--- src/jcq_pkg.sv ---
// Shared types, constants and quantization tables for the JPEG coefficient quantizer.
// Used by the stream interfaces, the pipelined divider and the top level.
// No dependencies.
package jcq_pkg;

    // Field widths of a beat.
    localparam int VALUE_BITS      = 23;
    localparam int SCALE_FRAC_BITS = 8;
    localparam int SCALE_BITS      = 12;
    localparam int TAB_BITS        = 7;
    localparam int POS_BITS        = 6;
    localparam int CHAN_BITS       = 2;

    // Derived datapath widths.
    localparam int D_BITS     = TAB_BITS + SCALE_BITS;
    localparam int DEN_BITS   = D_BITS + 1;
    localparam int NUM_BITS   = ((VALUE_BITS + SCALE_FRAC_BITS) > D_BITS ?
                                 (VALUE_BITS + SCALE_FRAC_BITS) : D_BITS) + 1;
    localparam int DIV_STEP   = 4;
    localparam int DIV_STAGES = (NUM_BITS + DIV_STEP - 1) / DIV_STEP;
    localparam int NUM_PAD    = DIV_STAGES * DIV_STEP;
    localparam int PROD_BITS  = VALUE_BITS + D_BITS;

    // Reset value of the scale register (1.0).
    localparam logic [SCALE_BITS-1:0] SCALE_RESET = SCALE_BITS'(2 ** SCALE_FRAC_BITS);

    // Rounding term added before the fraction bits are dropped.
    localparam logic [PROD_BITS:0] DEQ_RND = (PROD_BITS + 1)'((2 ** SCALE_FRAC_BITS) / 2);

    // Saturation limits of the result magnitude.
    localparam logic [VALUE_BITS-1:0] LIM_NEG = {1'b1, {(VALUE_BITS - 1){1'b0}}};
    localparam logic [VALUE_BITS-1:0] LIM_POS = {1'b0, {(VALUE_BITS - 1){1'b1}}};

    // Channel code that selects the luminance table.
    localparam logic [CHAN_BITS-1:0] CHAN_LUMA = 2'd0;

    // Operation codes.
    typedef enum logic {
        CMD_QUANT   = 1'b0,
        CMD_DEQUANT = 1'b1
    } t_cmd;

    // Side information that rides along with the divider.
    typedef struct packed {
        t_cmd                  cmd;
        logic                  neg;
        logic                  dz;
        logic                  mnz;
        logic                  dsat;
        logic [VALUE_BITS-1:0] dmag;
    } t_tag;

    // Luminance table, row-major.
    localparam logic [TAB_BITS-1:0] LUMA_TAB [64] = '{
        16, 11, 10, 16, 24, 40, 51, 61,
        12, 12, 14, 19, 26, 58, 60, 55,
        14, 13, 16, 24, 40, 57, 69, 56,
        14, 17, 22, 29, 51, 87, 80, 62,
        18, 22, 37, 56, 68, 109, 103, 77,
        24, 35, 55, 64, 81, 104, 113, 92,
        79, 64, 78, 87, 103, 121, 120, 101,
        72, 92, 95, 98, 112, 100, 103, 99
    };

    // Standard chrominance table, row-major.
    localparam logic [TAB_BITS-1:0] CHROMA_TAB [64] = '{
        17, 18, 24, 47, 99, 99, 99, 99,
        18, 21, 26, 66, 99, 99, 99, 99,
        24, 26, 56, 99, 99, 99, 99, 99,
        47, 66, 99, 99, 99, 99, 99, 99,
        99, 99, 99, 99, 99, 99, 99, 99,
        99, 99, 99, 99, 99, 99, 99, 99,
        99, 99, 99, 99, 99, 99, 99, 99,
        99, 99, 99, 99, 99, 99, 99, 99
    };

endpackage

--- src/jcq_stream_if.sv ---
// Valid/ready stream interfaces for coefficient beats in and result beats out.
// Depends on jcq_pkg for the field widths.

// Input channel: one coefficient with its command, channel and position.
interface jcq_in_if import jcq_pkg::*; ();
    logic                         valid;
    logic                         ready;
    logic                         command;
    logic [CHAN_BITS-1:0]         channel;
    logic [POS_BITS-1:0]          position;
    logic signed [VALUE_BITS-1:0] coefficient;

    modport source (output valid, command, channel, position, coefficient, input ready);
    modport sink   (input valid, command, channel, position, coefficient, output ready);
endinterface

// Output channel: one result value and its saturation flag.
interface jcq_out_if import jcq_pkg::*; ();
    logic                         valid;
    logic                         ready;
    logic signed [VALUE_BITS-1:0] value;
    logic                         saturated;

    modport source (output valid, value, saturated, input ready);
    modport sink   (input valid, value, saturated, output ready);
endinterface

--- src/jcq_div_pipe.sv ---
// Pipelined restoring divider, DIV_STEP quotient bits per stage, with a side tag.
// Depends on jcq_pkg for widths and the tag type.
module jcq_div_pipe import jcq_pkg::*; (
    input  logic                i_clk,
    input  logic                i_rst_n,
    input  logic                i_valid,
    output logic                o_ready,
    input  logic [NUM_PAD-1:0]  i_num,
    input  logic [DEN_BITS-1:0] i_den,
    input  t_tag                i_tag,
    output logic                o_valid,
    input  logic                i_ready,
    output logic [NUM_PAD-1:0]  o_quot,
    output t_tag                o_tag
);

    // Stage registers: numerator bits shift out as quotient bits shift in.
    logic [DIV_STAGES-1:0] r_vld;
    logic [NUM_PAD-1:0]    r_nq  [DIV_STAGES];
    logic [DEN_BITS-1:0]   r_rem [DIV_STAGES];
    logic [DEN_BITS-1:0]   r_den [DIV_STAGES];
    t_tag                  r_tag [DIV_STAGES];

    // Stage inputs: index 0 is the port, index s+1 is stage s.
    logic [DIV_STAGES:0]   w_vld;
    logic [NUM_PAD-1:0]    w_nq  [DIV_STAGES+1];
    logic [DEN_BITS-1:0]   w_rem [DIV_STAGES+1];
    logic [DEN_BITS-1:0]   w_den [DIV_STAGES+1];
    t_tag                  w_tag [DIV_STAGES+1];
    logic [DIV_STAGES:0]   w_go;

    assign w_vld[0] = i_valid;
    assign w_nq[0]  = i_num;
    assign w_rem[0] = '0;
    assign w_den[0] = i_den;
    assign w_tag[0] = i_tag;
    assign w_go[DIV_STAGES] = i_ready;

    genvar s;
    generate
        for (s = 0; s < DIV_STAGES; s++) begin : g_stage
            logic [NUM_PAD-1:0]  n_nq;
            logic [DEN_BITS-1:0] n_rem;

            // A stage loads when it is empty or its content moves on.
            assign w_go[s] = !r_vld[s] || w_go[s+1];

            // DIV_STEP trial subtractions on the running remainder.
            always_comb begin
                logic [NUM_PAD-1:0]  nq;
                logic [DEN_BITS-1:0] rem;
                logic [DEN_BITS:0]   trial;
                nq  = w_nq[s];
                rem = w_rem[s];
                for (int k = 0; k < DIV_STEP; k++) begin
                    trial = {rem, nq[NUM_PAD-1]};
                    nq    = {nq[NUM_PAD-2:0], 1'b0};
                    if (trial >= {1'b0, w_den[s]}) begin
                        trial = trial - {1'b0, w_den[s]};
                        nq[0] = 1'b1;
                    end
                    rem = trial[DEN_BITS-1:0];
                end
                n_nq  = nq;
                n_rem = rem;
            end

            // Valid bit under reset; payload only follows the enable.
            always_ff @(posedge i_clk) begin
                if (!i_rst_n) begin
                    r_vld[s] <= 1'b0;
                end else if (w_go[s]) begin
                    r_vld[s] <= w_vld[s];
                end
            end

            always_ff @(posedge i_clk) begin
                if (w_go[s]) begin
                    r_nq[s]  <= n_nq;
                    r_rem[s] <= n_rem;
                    r_den[s] <= w_den[s];
                    r_tag[s] <= w_tag[s];
                end
            end

            assign w_vld[s+1] = r_vld[s];
            assign w_nq[s+1]  = r_nq[s];
            assign w_rem[s+1] = r_rem[s];
            assign w_den[s+1] = r_den[s];
            assign w_tag[s+1] = r_tag[s];
        end
    endgenerate

    assign o_ready = w_go[0];
    assign o_valid = r_vld[DIV_STAGES-1];
    assign o_quot  = r_nq[DIV_STAGES-1];
    assign o_tag   = r_tag[DIV_STAGES-1];

    // The final remainder always stays below a nonzero divisor.
    a_rem_below_den: assert property (@(posedge i_clk) disable iff (!i_rst_n)
        (o_valid && r_den[DIV_STAGES-1] != '0) |->
            (r_rem[DIV_STAGES-1] < r_den[DIV_STAGES-1]))
        else $error("divider remainder not below divisor");

    // The divider only refuses a beat when every stage is occupied.
    a_full_when_blocked: assert property (@(posedge i_clk) disable iff (!i_rst_n)
        !o_ready |-> (&r_vld))
        else $error("divider stalls its input with an empty stage");

    // A waiting result beat holds still until it is taken.
    a_out_held: assert property (@(posedge i_clk) disable iff (!i_rst_n)
        (o_valid && !i_ready) |=> (o_valid && $stable(o_quot) && $stable(o_tag)))
        else $error("divider result changed while stalled");

endmodule

--- src/jpeg_coefficient_quantizer.sv ---
// JPEG baseline quantizer and dequantizer: top level with front stages and output register.
// Depends on jcq_pkg, jcq_stream_if and jcq_div_pipe.
//
// Usage:
//   Input beats on i_in carry command, channel, position and coefficient; each beat
//   produces exactly one result beat on o_out carrying value and saturated.
//   Quantize divides by table entry times scale, rounding half away from zero;
//   dequantize multiplies by the same product and rounds. Results clip to the
//   signed value range and raise saturated when clipped.
//   i_cfg_we / i_cfg_wdata write the scale register; the user must do so only while no
//   beat is in flight; the block does not enforce this. It resets to 256 (a scale of 1.0).
// Timing:
//   Each input beat passes three front stages (table lookup, table times scale,
//   numerator and product), DIV_STAGES = 8 divider stages of four quotient bits
//   each, and the output register. Throughput is one beat per cycle while the
//   receiver takes results; every stage holds its own valid bit.
// Reset and stalls:
//   Synchronous active-low reset empties all stages and reloads the scale.
//   When the receiver stalls, the pipeline keeps moving until its stages are
//   full, and only then drops i_in.ready; no beat is lost or repeated.
module jpeg_coefficient_quantizer import jcq_pkg::*; (
    input  logic                  i_clk,
    input  logic                  i_rst_n,
    input  logic                  i_cfg_we,
    input  logic [SCALE_BITS-1:0] i_cfg_wdata,
    jcq_in_if.sink                i_in,
    jcq_out_if.source             o_out
);

    // Scale register.
    logic [SCALE_BITS-1:0] r_scale;

    always_ff @(posedge i_clk) begin
        if (!i_rst_n) begin
            r_scale <= SCALE_RESET;
        end else if (i_cfg_we) begin
            r_scale <= i_cfg_wdata;
        end
    end

    // Stage enables, back to front.
    logic w_go0, w_go1, w_go2, w_out_go, w_div_ready;
    logic r0_vld, r1_vld, r2_vld, r_ov;

    assign w_out_go = !r_ov || o_out.ready;
    assign w_go2    = !r2_vld || w_div_ready;
    assign w_go1    = !r1_vld || w_go2;
    assign w_go0    = !r0_vld || w_go1;
    assign i_in.ready = w_go0;

    // Stage 0: sign split, magnitude and table lookup.
    logic [VALUE_BITS-1:0] w_coef;
    logic                  w_neg;
    logic [VALUE_BITS-1:0] w_mag;
    logic [TAB_BITS-1:0]   w_tab;
    t_cmd                  r0_cmd;
    logic                  r0_neg;
    logic [VALUE_BITS-1:0] r0_mag;
    logic [TAB_BITS-1:0]   r0_tab;

    assign w_coef = i_in.coefficient;
    assign w_neg  = w_coef[VALUE_BITS-1];
    assign w_mag  = w_neg ? (~w_coef + {{(VALUE_BITS - 1){1'b0}}, 1'b1}) : w_coef;
    assign w_tab  = (i_in.channel == CHAN_LUMA) ? LUMA_TAB[i_in.position]
                                                : CHROMA_TAB[i_in.position];

    always_ff @(posedge i_clk) begin
        if (!i_rst_n) begin
            r0_vld <= 1'b0;
        end else if (w_go0) begin
            r0_vld <= i_in.valid;
        end
    end

    always_ff @(posedge i_clk) begin
        if (w_go0) begin
            r0_cmd <= t_cmd'(i_in.command);
            r0_neg <= w_neg;
            r0_mag <= w_mag;
            r0_tab <= w_tab;
        end
    end

    // Stage 1: divisor d = table entry times scale.
    t_cmd                  r1_cmd;
    logic                  r1_neg;
    logic [VALUE_BITS-1:0] r1_mag;
    logic [D_BITS-1:0]     r1_d;
    logic [D_BITS-1:0]     n_d;

    assign n_d = D_BITS'(r0_tab) * D_BITS'(r_scale);

    always_ff @(posedge i_clk) begin
        if (!i_rst_n) begin
            r1_vld <= 1'b0;
        end else if (w_go1) begin
            r1_vld <= r0_vld;
        end
    end

    always_ff @(posedge i_clk) begin
        if (w_go1) begin
            r1_cmd <= r0_cmd;
            r1_neg <= r0_neg;
            r1_mag <= r0_mag;
            r1_d   <= n_d;
        end
    end

    // Stage 2: rounding numerator and divisor for quantize, product for dequantize.
    t_cmd                  r2_cmd;
    logic                  r2_neg;
    logic                  r2_dz;
    logic                  r2_mnz;
    logic [NUM_PAD-1:0]    r2_num;
    logic [DEN_BITS-1:0]   r2_den;
    logic [PROD_BITS-1:0]  r2_prod;
    logic [NUM_PAD-1:0]    n_num;
    logic [PROD_BITS-1:0]  n_prod;

    assign n_num  = (NUM_PAD'(r1_mag) << (SCALE_FRAC_BITS + 1)) + NUM_PAD'(r1_d);
    assign n_prod = PROD_BITS'(r1_mag) * PROD_BITS'(r1_d);

    always_ff @(posedge i_clk) begin
        if (!i_rst_n) begin
            r2_vld <= 1'b0;
        end else if (w_go2) begin
            r2_vld <= r1_vld;
        end
    end

    always_ff @(posedge i_clk) begin
        if (w_go2) begin
            r2_cmd  <= r1_cmd;
            r2_neg  <= r1_neg;
            r2_dz   <= (r1_d == '0);
            r2_mnz  <= (r1_mag != '0);
            r2_num  <= n_num;
            r2_den  <= {r1_d, 1'b0};
            r2_prod <= n_prod;
        end
    end

    // Dequantize rounding and clipping, carried to the end in the divider tag.
    logic [PROD_BITS:0]    w_deq;
    logic [VALUE_BITS-1:0] w_dlim;
    logic                  w_dsat;
    t_tag                  w_tag;

    assign w_deq  = ((PROD_BITS + 1)'(r2_prod) + DEQ_RND) >> SCALE_FRAC_BITS;
    assign w_dlim = r2_neg ? LIM_NEG : LIM_POS;
    assign w_dsat = w_deq > (PROD_BITS + 1)'(w_dlim);

    always_comb begin
        w_tag.cmd  = r2_cmd;
        w_tag.neg  = r2_neg;
        w_tag.dz   = r2_dz;
        w_tag.mnz  = r2_mnz;
        w_tag.dsat = w_dsat;
        w_tag.dmag = w_dsat ? w_dlim : w_deq[VALUE_BITS-1:0];
    end

    // Divider stages.
    logic               w_div_valid;
    logic [NUM_PAD-1:0] w_quot;
    t_tag               w_dtag;

    jcq_div_pipe u_div (
        .i_clk   (i_clk),
        .i_rst_n (i_rst_n),
        .i_valid (r2_vld),
        .o_ready (w_div_ready),
        .i_num   (r2_num),
        .i_den   (r2_den),
        .i_tag   (w_tag),
        .o_valid (w_div_valid),
        .i_ready (w_out_go),
        .o_quot  (w_quot),
        .o_tag   (w_dtag)
    );

    // Result select, quantize clipping and sign.
    logic [VALUE_BITS-1:0] w_lim;
    logic                  w_qover;
    logic [VALUE_BITS-1:0] w_qmag;
    logic [VALUE_BITS-1:0] w_rmag;
    logic                  w_rsat;
    logic [VALUE_BITS-1:0] n_val;

    assign w_lim   = w_dtag.neg ? LIM_NEG : LIM_POS;
    assign w_qover = w_dtag.dz ? w_dtag.mnz : (w_quot > NUM_PAD'(w_lim));
    assign w_qmag  = w_qover ? w_lim : (w_dtag.dz ? '0 : w_quot[VALUE_BITS-1:0]);

    always_comb begin
        case (w_dtag.cmd)
            CMD_DEQUANT: begin
                w_rmag = w_dtag.dmag;
                w_rsat = w_dtag.dsat;
            end
            default: begin
                w_rmag = w_qmag;
                w_rsat = w_qover;
            end
        endcase
    end

    assign n_val = w_dtag.neg ? (~w_rmag + {{(VALUE_BITS - 1){1'b0}}, 1'b1}) : w_rmag;

    // Output register.
    logic [VALUE_BITS-1:0] r_val;
    logic                  r_sat;

    always_ff @(posedge i_clk) begin
        if (!i_rst_n) begin
            r_ov <= 1'b0;
        end else if (w_out_go) begin
            r_ov <= w_div_valid;
        end
    end

    always_ff @(posedge i_clk) begin
        if (w_out_go) begin
            r_val <= n_val;
            r_sat <= w_rsat;
        end
    end

    assign o_out.valid     = r_ov;
    assign o_out.value     = r_val;
    assign o_out.saturated = r_sat;

    // A clipped result sits exactly on one of the two range limits.
    a_sat_at_limit: assert property (@(posedge i_clk) disable iff (!i_rst_n)
        (o_out.valid && o_out.saturated) |->
            (o_out.value == LIM_POS || o_out.value == LIM_NEG))
        else $error("saturated result not at a range limit");

    // The input is refused only when every stage up to the output is occupied.
    a_blocked_means_full: assert property (@(posedge i_clk) disable iff (!i_rst_n)
        !i_in.ready |-> (r0_vld && r1_vld && r2_vld && r_ov))
        else $error("input refused while a stage is empty");

    // No result beat appears in the cycle after reset.
    a_empty_after_reset: assert property (@(posedge i_clk)
        $past(!i_rst_n) |-> !o_out.valid)
        else $error("result beat right after reset");

    // A zero scale never yields a clipped dequantize result.
    a_deq_zero_scale: assert property (@(posedge i_clk) disable iff (!i_rst_n)
        (r2_vld && r2_dz && r2_cmd == CMD_DEQUANT) |-> !w_dsat)
        else $error("dequantize with zero scale clipped");

endmodule
--- src/flat_wrapper.sv ---
// flat-port wrapper written by rule: the top's interface ports become plain ports
module jpeg_coefficient_quantizer_flat import jcq_pkg::*;
  (i_clk, i_rst_n, i_cfg_we, i_cfg_wdata, i_in_valid, i_in_command, i_in_channel, i_in_position, i_in_coefficient, i_in_ready, o_out_valid, o_out_value, o_out_saturated, o_out_ready);
  jcq_in_if i_in_i ();
  jcq_out_if o_out_i ();
  input  logic i_clk;
  input  logic i_rst_n;
  input  logic i_cfg_we;
  input  logic [SCALE_BITS-1:0] i_cfg_wdata;
  input wire logic [$bits(i_in_i.valid)-1:0] i_in_valid;
  input wire logic [$bits(i_in_i.command)-1:0] i_in_command;
  input wire logic [$bits(i_in_i.channel)-1:0] i_in_channel;
  input wire logic [$bits(i_in_i.position)-1:0] i_in_position;
  input wire logic [$bits(i_in_i.coefficient)-1:0] i_in_coefficient;
  output wire logic [$bits(i_in_i.ready)-1:0] i_in_ready;
  output wire logic [$bits(o_out_i.valid)-1:0] o_out_valid;
  output wire logic [$bits(o_out_i.value)-1:0] o_out_value;
  output wire logic [$bits(o_out_i.saturated)-1:0] o_out_saturated;
  input wire logic [$bits(o_out_i.ready)-1:0] o_out_ready;
  assign i_in_i.valid = i_in_valid;
  assign i_in_i.command = i_in_command;
  assign i_in_i.channel = i_in_channel;
  assign i_in_i.position = i_in_position;
  assign i_in_i.coefficient = i_in_coefficient;
  assign i_in_ready = i_in_i.ready;
  assign o_out_valid = o_out_i.valid;
  assign o_out_value = o_out_i.value;
  assign o_out_saturated = o_out_i.saturated;
  assign o_out_i.ready = o_out_ready;
  jpeg_coefficient_quantizer u_core (.i_clk(i_clk), .i_rst_n(i_rst_n), .i_cfg_we(i_cfg_we), .i_cfg_wdata(i_cfg_wdata), .i_in(i_in_i), .o_out(o_out_i));
endmodule
--- config.mk ---
export PLATFORM = sky130hd
export DESIGN_NAME = jpeg_coefficient_quantizer_flat
export DESIGN_NICKNAME = d
export VERILOG_FILES = /design/src/jcq_pkg.sv /design/src/jcq_stream_if.sv /design/src/jcq_div_pipe.sv /design/src/jpeg_coefficient_quantizer.sv /design/src/flat_wrapper.sv
export SDC_FILE = /design/constraint.sdc
export NUM_CORES = 2
export LEC_CHECK = 0
export BUFFER_PORTS_ARGS = -buffer_cell sky130_fd_sc_hd__buf_2
export CAP_MARGIN = 10
export CORE_UTILIZATION = 54
export CTS_CLUSTER_SIZE = 20
export DETAILED_ROUTE_END_ITERATION = 7
export HOLD_SLACK_MARGIN = 0.02
export PLACE_DENSITY = 0.76
export SETUP_SLACK_MARGIN = 0.15
export SLEW_MARGIN = 20
export SYNTH_ARGS = -nofsm -noshare
export SYNTH_HDL_FRONTEND = slang
export SYNTH_SLANG_ARGS = --single-unit
--- constraint.sdc ---
create_clock -name i_clk -period 31.7 [get_ports i_clk]
set_input_delay 6.34 -clock i_clk [delete_from_list [all_inputs] [get_ports i_clk]]
set_output_delay 6.34 -clock i_clk [all_outputs]
set_load 0.05 [all_outputs]
# ---- Word-level counts from Yosys, hierarchy flattened
# Memories as Yosys holds them, arrays and structs flattened.
# Cells that the tools add are included.
dict set report classes {
  addsub 36
  n_mul 2
  div_mod_pow 0
  magnitude_cmp 35
  n_eq_ne 0
  shift 0
  n_mux 95
  n_bitwise 3
  reduce_logical 27
}
# operator n
set op_table {}
lappend op_table {{>= comparator 21 x 20 -> 1 bit} 31}
lappend op_table {{2-to-1 mux 20 bit} 32}
lappend op_table {{subtractor 20 bit} 31}
lappend op_table {{2-to-1 mux 23 bit} 7}
lappend op_table {{2-to-1 mux 1 bit} 50}
lappend op_table {{adder 23 x 1 -> 23 bit (second input constant)} 2}
lappend op_table {{inverter 23 bit} 2}
lappend op_table {{adder 42 x 8 -> 43 bit (second input constant)} 1}
lappend op_table {{multiplier 23 x 19 -> 42 bit} 1}
lappend op_table {{> comparator 35 x 23 -> 1 bit} 1}
lappend op_table {{2-to-1 mux 7 bit} 5}
lappend op_table {{adder 32 x 19 -> 32 bit} 1}
lappend op_table {{> comparator 32 x 23 -> 1 bit} 1}
lappend op_table {{nonzero test 23 bit} 1}
lappend op_table {{2-to-1 mux 22 bit} 1}
lappend op_table {{>= comparator 1 x 20 -> 1 bit} 1}
lappend op_table {{subtractor 1 x 20 -> 20 bit} 1}
lappend op_table {{logical NOT 19 bit} 1}
lappend op_table {{multiplier 7 x 12 -> 19 bit} 1}
lappend op_table {{logical NOT 1 bit} 12}
lappend op_table {{logical OR 1 bit} 12}
lappend op_table {{>= comparator 7 bit (second input constant)} 1}
lappend op_table {{inverter 6 -> 7 bit} 1}
lappend op_table {{logical NOT 2 bit} 1}
dict set report word_totals {
  reg_bits 221
  latchBits 0
  ram_bits 800
  romBits 896
  out_inout_bits 26
  word_cells 235
  memories 6
}
# name words width read_ports rd_ports_with_merged_regs write_ports line_no
set memory_table {}
lappend memory_table {{(no name shown)} 64 7 1 0 0 jpeg_coefficient_quantizer.sv:65} ;# : CHROMA_TAB[i_in.position];
lappend memory_table {{(no name shown)} 64 7 1 0 0 jpeg_coefficient_quantizer.sv:64} ;# assign w_tab = (i_in.channel == CHAN_LUMA) ? LUMA_TAB[i_in.position]
lappend memory_table {u_core.u_div.r_nq 8 32 8 0 8 jcq_div_pipe.sv:19} ;# logic [NUM_PAD-1:0] r_nq [DIV_STAGES];
lappend memory_table {u_core.u_div.r_tag 8 28 8 0 8 jcq_div_pipe.sv:22} ;# t_tag r_tag [DIV_STAGES];
lappend memory_table {u_core.u_div.r_den 8 20 7 0 8 jcq_div_pipe.sv:21} ;# logic [DEN_BITS-1:0] r_den [DIV_STAGES];
lappend memory_table {u_core.u_div.r_rem 8 20 7 0 8 jcq_div_pipe.sv:20} ;# logic [DEN_BITS-1:0] r_rem [DIV_STAGES];

# ---- Depth between registers and ports, before layout
dict set report logic_depth {
  word_depth 13
  mapped_depth 53
  ltp_nobuf 48
}

# ---- By module
# Synthesis repeated with hierarchy kept, for this count alone.
dict set report hier_totals {
  hier_cells 8848
  area_unflattened_um2 87407.6
}
# module instances cells_per_inst area_each_um2 seq_area_each_um2
set by_module_without_submodules {}
lappend by_module_without_submodules {jcq_div_pipe 1 5942 59882.4 22982.0}
lappend by_module_without_submodules {jpeg_coefficient_quantizer 1 2906 27525.1 5755.5}

# ---- Least setup slack after synthesis
# Ideal clock, no wire load.
dict set report synth_path {
  path_type {input port to output port}
  from {input port o_out_ready}
  to {output port i_in_ready}
  t_arrival_ns 10.763
  path_slack_ns 14.597
  stages 9
  n_path_buf 0
  path_cell_list {nor2b_1 > and3_1 > and3_1 > and2_1 > nand2_1 > nor2_1 > and3_1 > and2_1 > nand2_1}
}
dict set report synth_between {
  elab_chain_cells 12
}
# element line_no
set synth_rtl {}
lappend synth_rtl {{start, declared} flat_wrapper.sv:19} ;# input wire logic [$bits(o_out_i.ready)-1:0] o_out_ready;
lappend synth_rtl {{logical OR 1 bit} jpeg_coefficient_quantizer.sv:45} ;# assign w_out_go = !r_ov || o_out.ready;
lappend synth_rtl {{logical OR 1 bit (6 in series)} jcq_div_pipe.sv:46} ;# assign w_go[s] = !r_vld[s] || w_go[s+1];
lappend synth_rtl {{via u_core.u_div.w_go[2]} jcq_div_pipe.sv:30} ;# logic [DIV_STAGES:0] w_go;
lappend synth_rtl {{logical OR 1 bit (2 in series)} jcq_div_pipe.sv:46}
lappend synth_rtl {{logical OR 1 bit} jpeg_coefficient_quantizer.sv:46} ;# assign w_go2 = !r2_vld || w_div_ready;
lappend synth_rtl {{logical OR 1 bit} jpeg_coefficient_quantizer.sv:47} ;# assign w_go1 = !r1_vld || w_go2;
lappend synth_rtl {{logical OR 1 bit} jpeg_coefficient_quantizer.sv:48} ;# assign w_go0 = !r0_vld || w_go1;
lappend synth_rtl {{end, declared} flat_wrapper.sv:15} ;# output wire logic [$bits(i_in_i.ready)-1:0] i_in_ready;
# The timed path passes the listed nets, and every way through them passes these cells.

# ---- Worst setup path after layout
# Ends and elaborated chain as after synthesis.

==> flow_summary.ini <==
[status]
outcome = finished, final reports clean

[sta]
period_share = 0.4989
relSlewSlack = 0.1839
skew_ns = 0.04341
period_needed_ns = 15.82
rsz0062_at_grt = no
hold_viol = 0
timing.fmax_ghz = 0.06323
holdWs_ns = 0.4010
worst_slack_ns = 15.88
fin_tns_setup_ns = 0
drv_slew = 0
finalSetupViolations = 0
max_slew.worst_pin.slew_ns = 1.224

[cells_and_area]
layout-area-overhead-vs-synth_pct = 7.078
nets = 9570
diodes = 0
post_layout_nonfiller_instances = 10370
fill_cells = 12460
drive_above_1_share = 0.07354

[clocking]
cts-root-buf = clkbuf_16
cts_resized = 0
cts_setup_buffers = 0
cts_hold_buf = 0
cts_tree = yes
clock_latency_ns = 0.73
htreeDepth = 3
clk_pin_slew_worst_paths_ns = 0.07
cts_buffers = 94
clkSinkCount = 899
cts.path.max_buffers = 3

[logic_synthesis]
synth-edff-count = 875
yosys_warnings = 0
synth_flop_cell = edfxtp_1
synth.distinct_cells = 93
syn-cell-area_sq_mm = 0.08142
synthCells = 8270
ys_ff_latch = 899
synth_fp_nets = 9569
syn_area_per_cell_sq_um = 9.845
ys_seq_area_frac = 0.3286
async_reset_ff_frac = 0

[critical_path]
r2r_slack_ns = 18.09
arrival_ns = 9.48
r2r_cells = 45
worstSetupPathType = input pin to primary output
required_ns = 25.36
cp_max_fo = 33
worstReg2RegEnd = u_core.u_div.r_rem[6][16]$_DFFE_PP_
r2r_start = u_core.u_div.r_rem[5][0]$_DFFE_PP_
endpoint_kind = primary output
start_kind = input pin

[drt]
drt_iter0_markers = 4600
wl_um = 203800
antenna_left = 0
dr.pass1.iters = 6
routed_via_density = 5.995
remaining_drc_errors = 0
wl_per_cell_um = 19.66
vias = 62140

[placed_design]
place_hpwl_um = 160400
place_inst = 10190
place.gp.congestion = 0.9539
pre_cts_ws_ns = 15.84
io_buffer_count = 74

[global_route]
grt_max_degree = 91
grt_pass1_wl_um = 324400
antenna_found_initial = 9
overflow = 0
grt_pass1_vias = 61200
gr-usage-all-layers = 0.2651

[floorplan]
die_x_um = 390.3
coreArea_sq_mm = 0.1498
initial_core_util = 0.5436
die_y_um = 390.3
num_rows = 142
die_area_sq_mm = 0.1523
num_io_pins = 75

[job]
maxCapViolCount = 0

[min_path]
whs_endpoint = u_core.u_div.r_nq[0][36]$_DFFE_PP_
holdPathStages = 0
hp-class = flop to flop
hold_start = u_core.u_div.r_nq[0][0]$_DFFE_PP_
## flip-flops by register name, summed over array words and instances (netlist names), 23 cells and up
| signal | count |
|---|---|
| u_core.o_out.value | 23 |
| u_core.r0_mag | 23 |
| u_core.r1_mag | 23 |
| u_core.r2_num | 32 |
| u_core.r2_prod | 35 |
| u_core.u_div.r_den | 76 |
| u_core.u_div.r_nq | 254 |
| u_core.u_div.r_rem | 140 |
| u_core.u_div.r_tag | 224 |
## how the worst max path moves through the flow
stage	start	to	slack [ns]
floorplan	o_out_ready	i_in_ready	14.60
global placement	o_out_ready	i_in_ready	15.88
detailed placement	o_out_ready	i_in_ready	15.84
CTS	o_out_ready	i_in_ready	15.82
global route	o_out_ready	i_in_ready	15.68
finish	o_out_ready	i_in_ready	15.88
## critical path, cell delays in order
cell and delay (ns):
buf_2 0.10, nor2b_1 0.36, and3_1 0.39, and3_1 0.26, and2_1 0.26, nand2_4 0.20, nor2_1 0.40, and3_1 0.29
and2_1 0.22, nand2_1 0.08, buf_4 0.25, buf_2 0.29
## layer usage
metal | track usage | routed length [um] | vias up
met1 | 0.3527 | 86880 | 29960
met2 | 0.4450 | 96080 | 2171
met5 | 0 | 12 | -
met4 | 0.09604 | 7461 | 2
li1 | - | - | 29560
met3 | 0.03154 | 13370 | 448
## through the flow
step | utilization | instance area (sq um)
after floorplan | - | 81420
after global placement | 0.5605 | 83950
after detailed placement | 0.5606 | 83970
after CTS | 0.5820 | 87170
after global routing | 0.5821 | 87180
final | 0.5821 | 87180
## cell usage in the layout, fill, tap and decap left out, types with 20 or more instances in the layout
| cell type | n |
|---|---|
| nand2_1 | 790 |
| clkbuf_16 | 95 |
| o21a_1 | 107 |
| o31a_1 | 26 |
| nand2b_1 | 88 |
| nand3_1 | 146 |
| o31ai_1 | 38 |
| a31o_2 | 25 |
| xor2_1 | 190 |
| fa_1 | 435 |
| buf_4 | 58 |
| edfxtp_1 | 875 |
| xnor2_1 | 373 |
| o211ai_1 | 51 |
| nor2_1 | 436 |
| a211o_1 | 23 |
| and3_1 | 59 |
| nand4_1 | 117 |
| inv_1 | 826 |
| or2_2 | 29 |
| o21ai_0 | 430 |
| dfxtp_1 | 24 |
| ha_1 | 815 |
| mux2_2 | 227 |
| a21o_1 | 211 |
| and4_1 | 20 |
| or3_1 | 50 |
| a21boi_0 | 26 |
| a21oi_1 | 504 |
| and2_1 | 196 |
| o221ai_1 | 28 |
| buf_2 | 74 |
| a211oi_1 | 65 |
| a221oi_1 | 22 |
| nor4_1 | 45 |
| mux2i_1 | 89 |
| a31oi_1 | 46 |
| o21bai_1 | 53 |
| nor3_1 | 145 |
| nor2b_1 | 119 |
## cell families (layout without fill, tap and decap cells)
logic type / count (synthesis) / count (layout) / synth area share
DFF: 899 / 899 / 0.3286
xor gates and xnor gates: 563 / 563 / 0.06056
muxes: 337 / 337 / 0.04550
AOI/OAI and AO/OA: 1842 / 1842 / 0.1464
buffers and inverters: 1070 / 1149 / 0.04959
adders and majority gates: 1250 / 1250 / 0.2322
and+or+nand+nor: 2309 / 2309 / 0.1371
## cells in the mapped netlist (all sizes together) (65+ instances only)
master	number	area share
a21o	211	0.019
clkbuf	206	0.0095
a21oi	506	0.031
nor2	436	0.020
mux2i	90	0.011
xor2	190	0.020
fa	435	0.11
inv	838	0.039
a211oi	65	0.0060
xnor2	373	0.040
nand2b	88	0.0068
ha	815	0.13
o21ai	440	0.027
nand2	794	0.037
nor2b	119	0.0091
nand4	117	0.0090
nor3	146	0.0090
mux2	245	0.034
and2	196	0.015
nand3	146	0.0090
edfxtp	875	0.32
o21a	107	0.0099
## cell type report
class | count | area [sq um] | share of cell area
multi-input cells | 6301 | 50710 | 0.5816
flip-flops and latches | 899 | 26760 | 0.3069
inverters | 841 | 3164 | 0.03629
well taps | 2016 | 2522 | 0.02893
clock buffers | 102 | 2404 | 0.02757
repair buffers | 134 | 835.8 | 0.009587
clock inverters | 72 | 795.8 | 0.009127
Power is not shown: default switching activity piles up to over one toggle a cycle in this logic, so the estimate is an artifact.
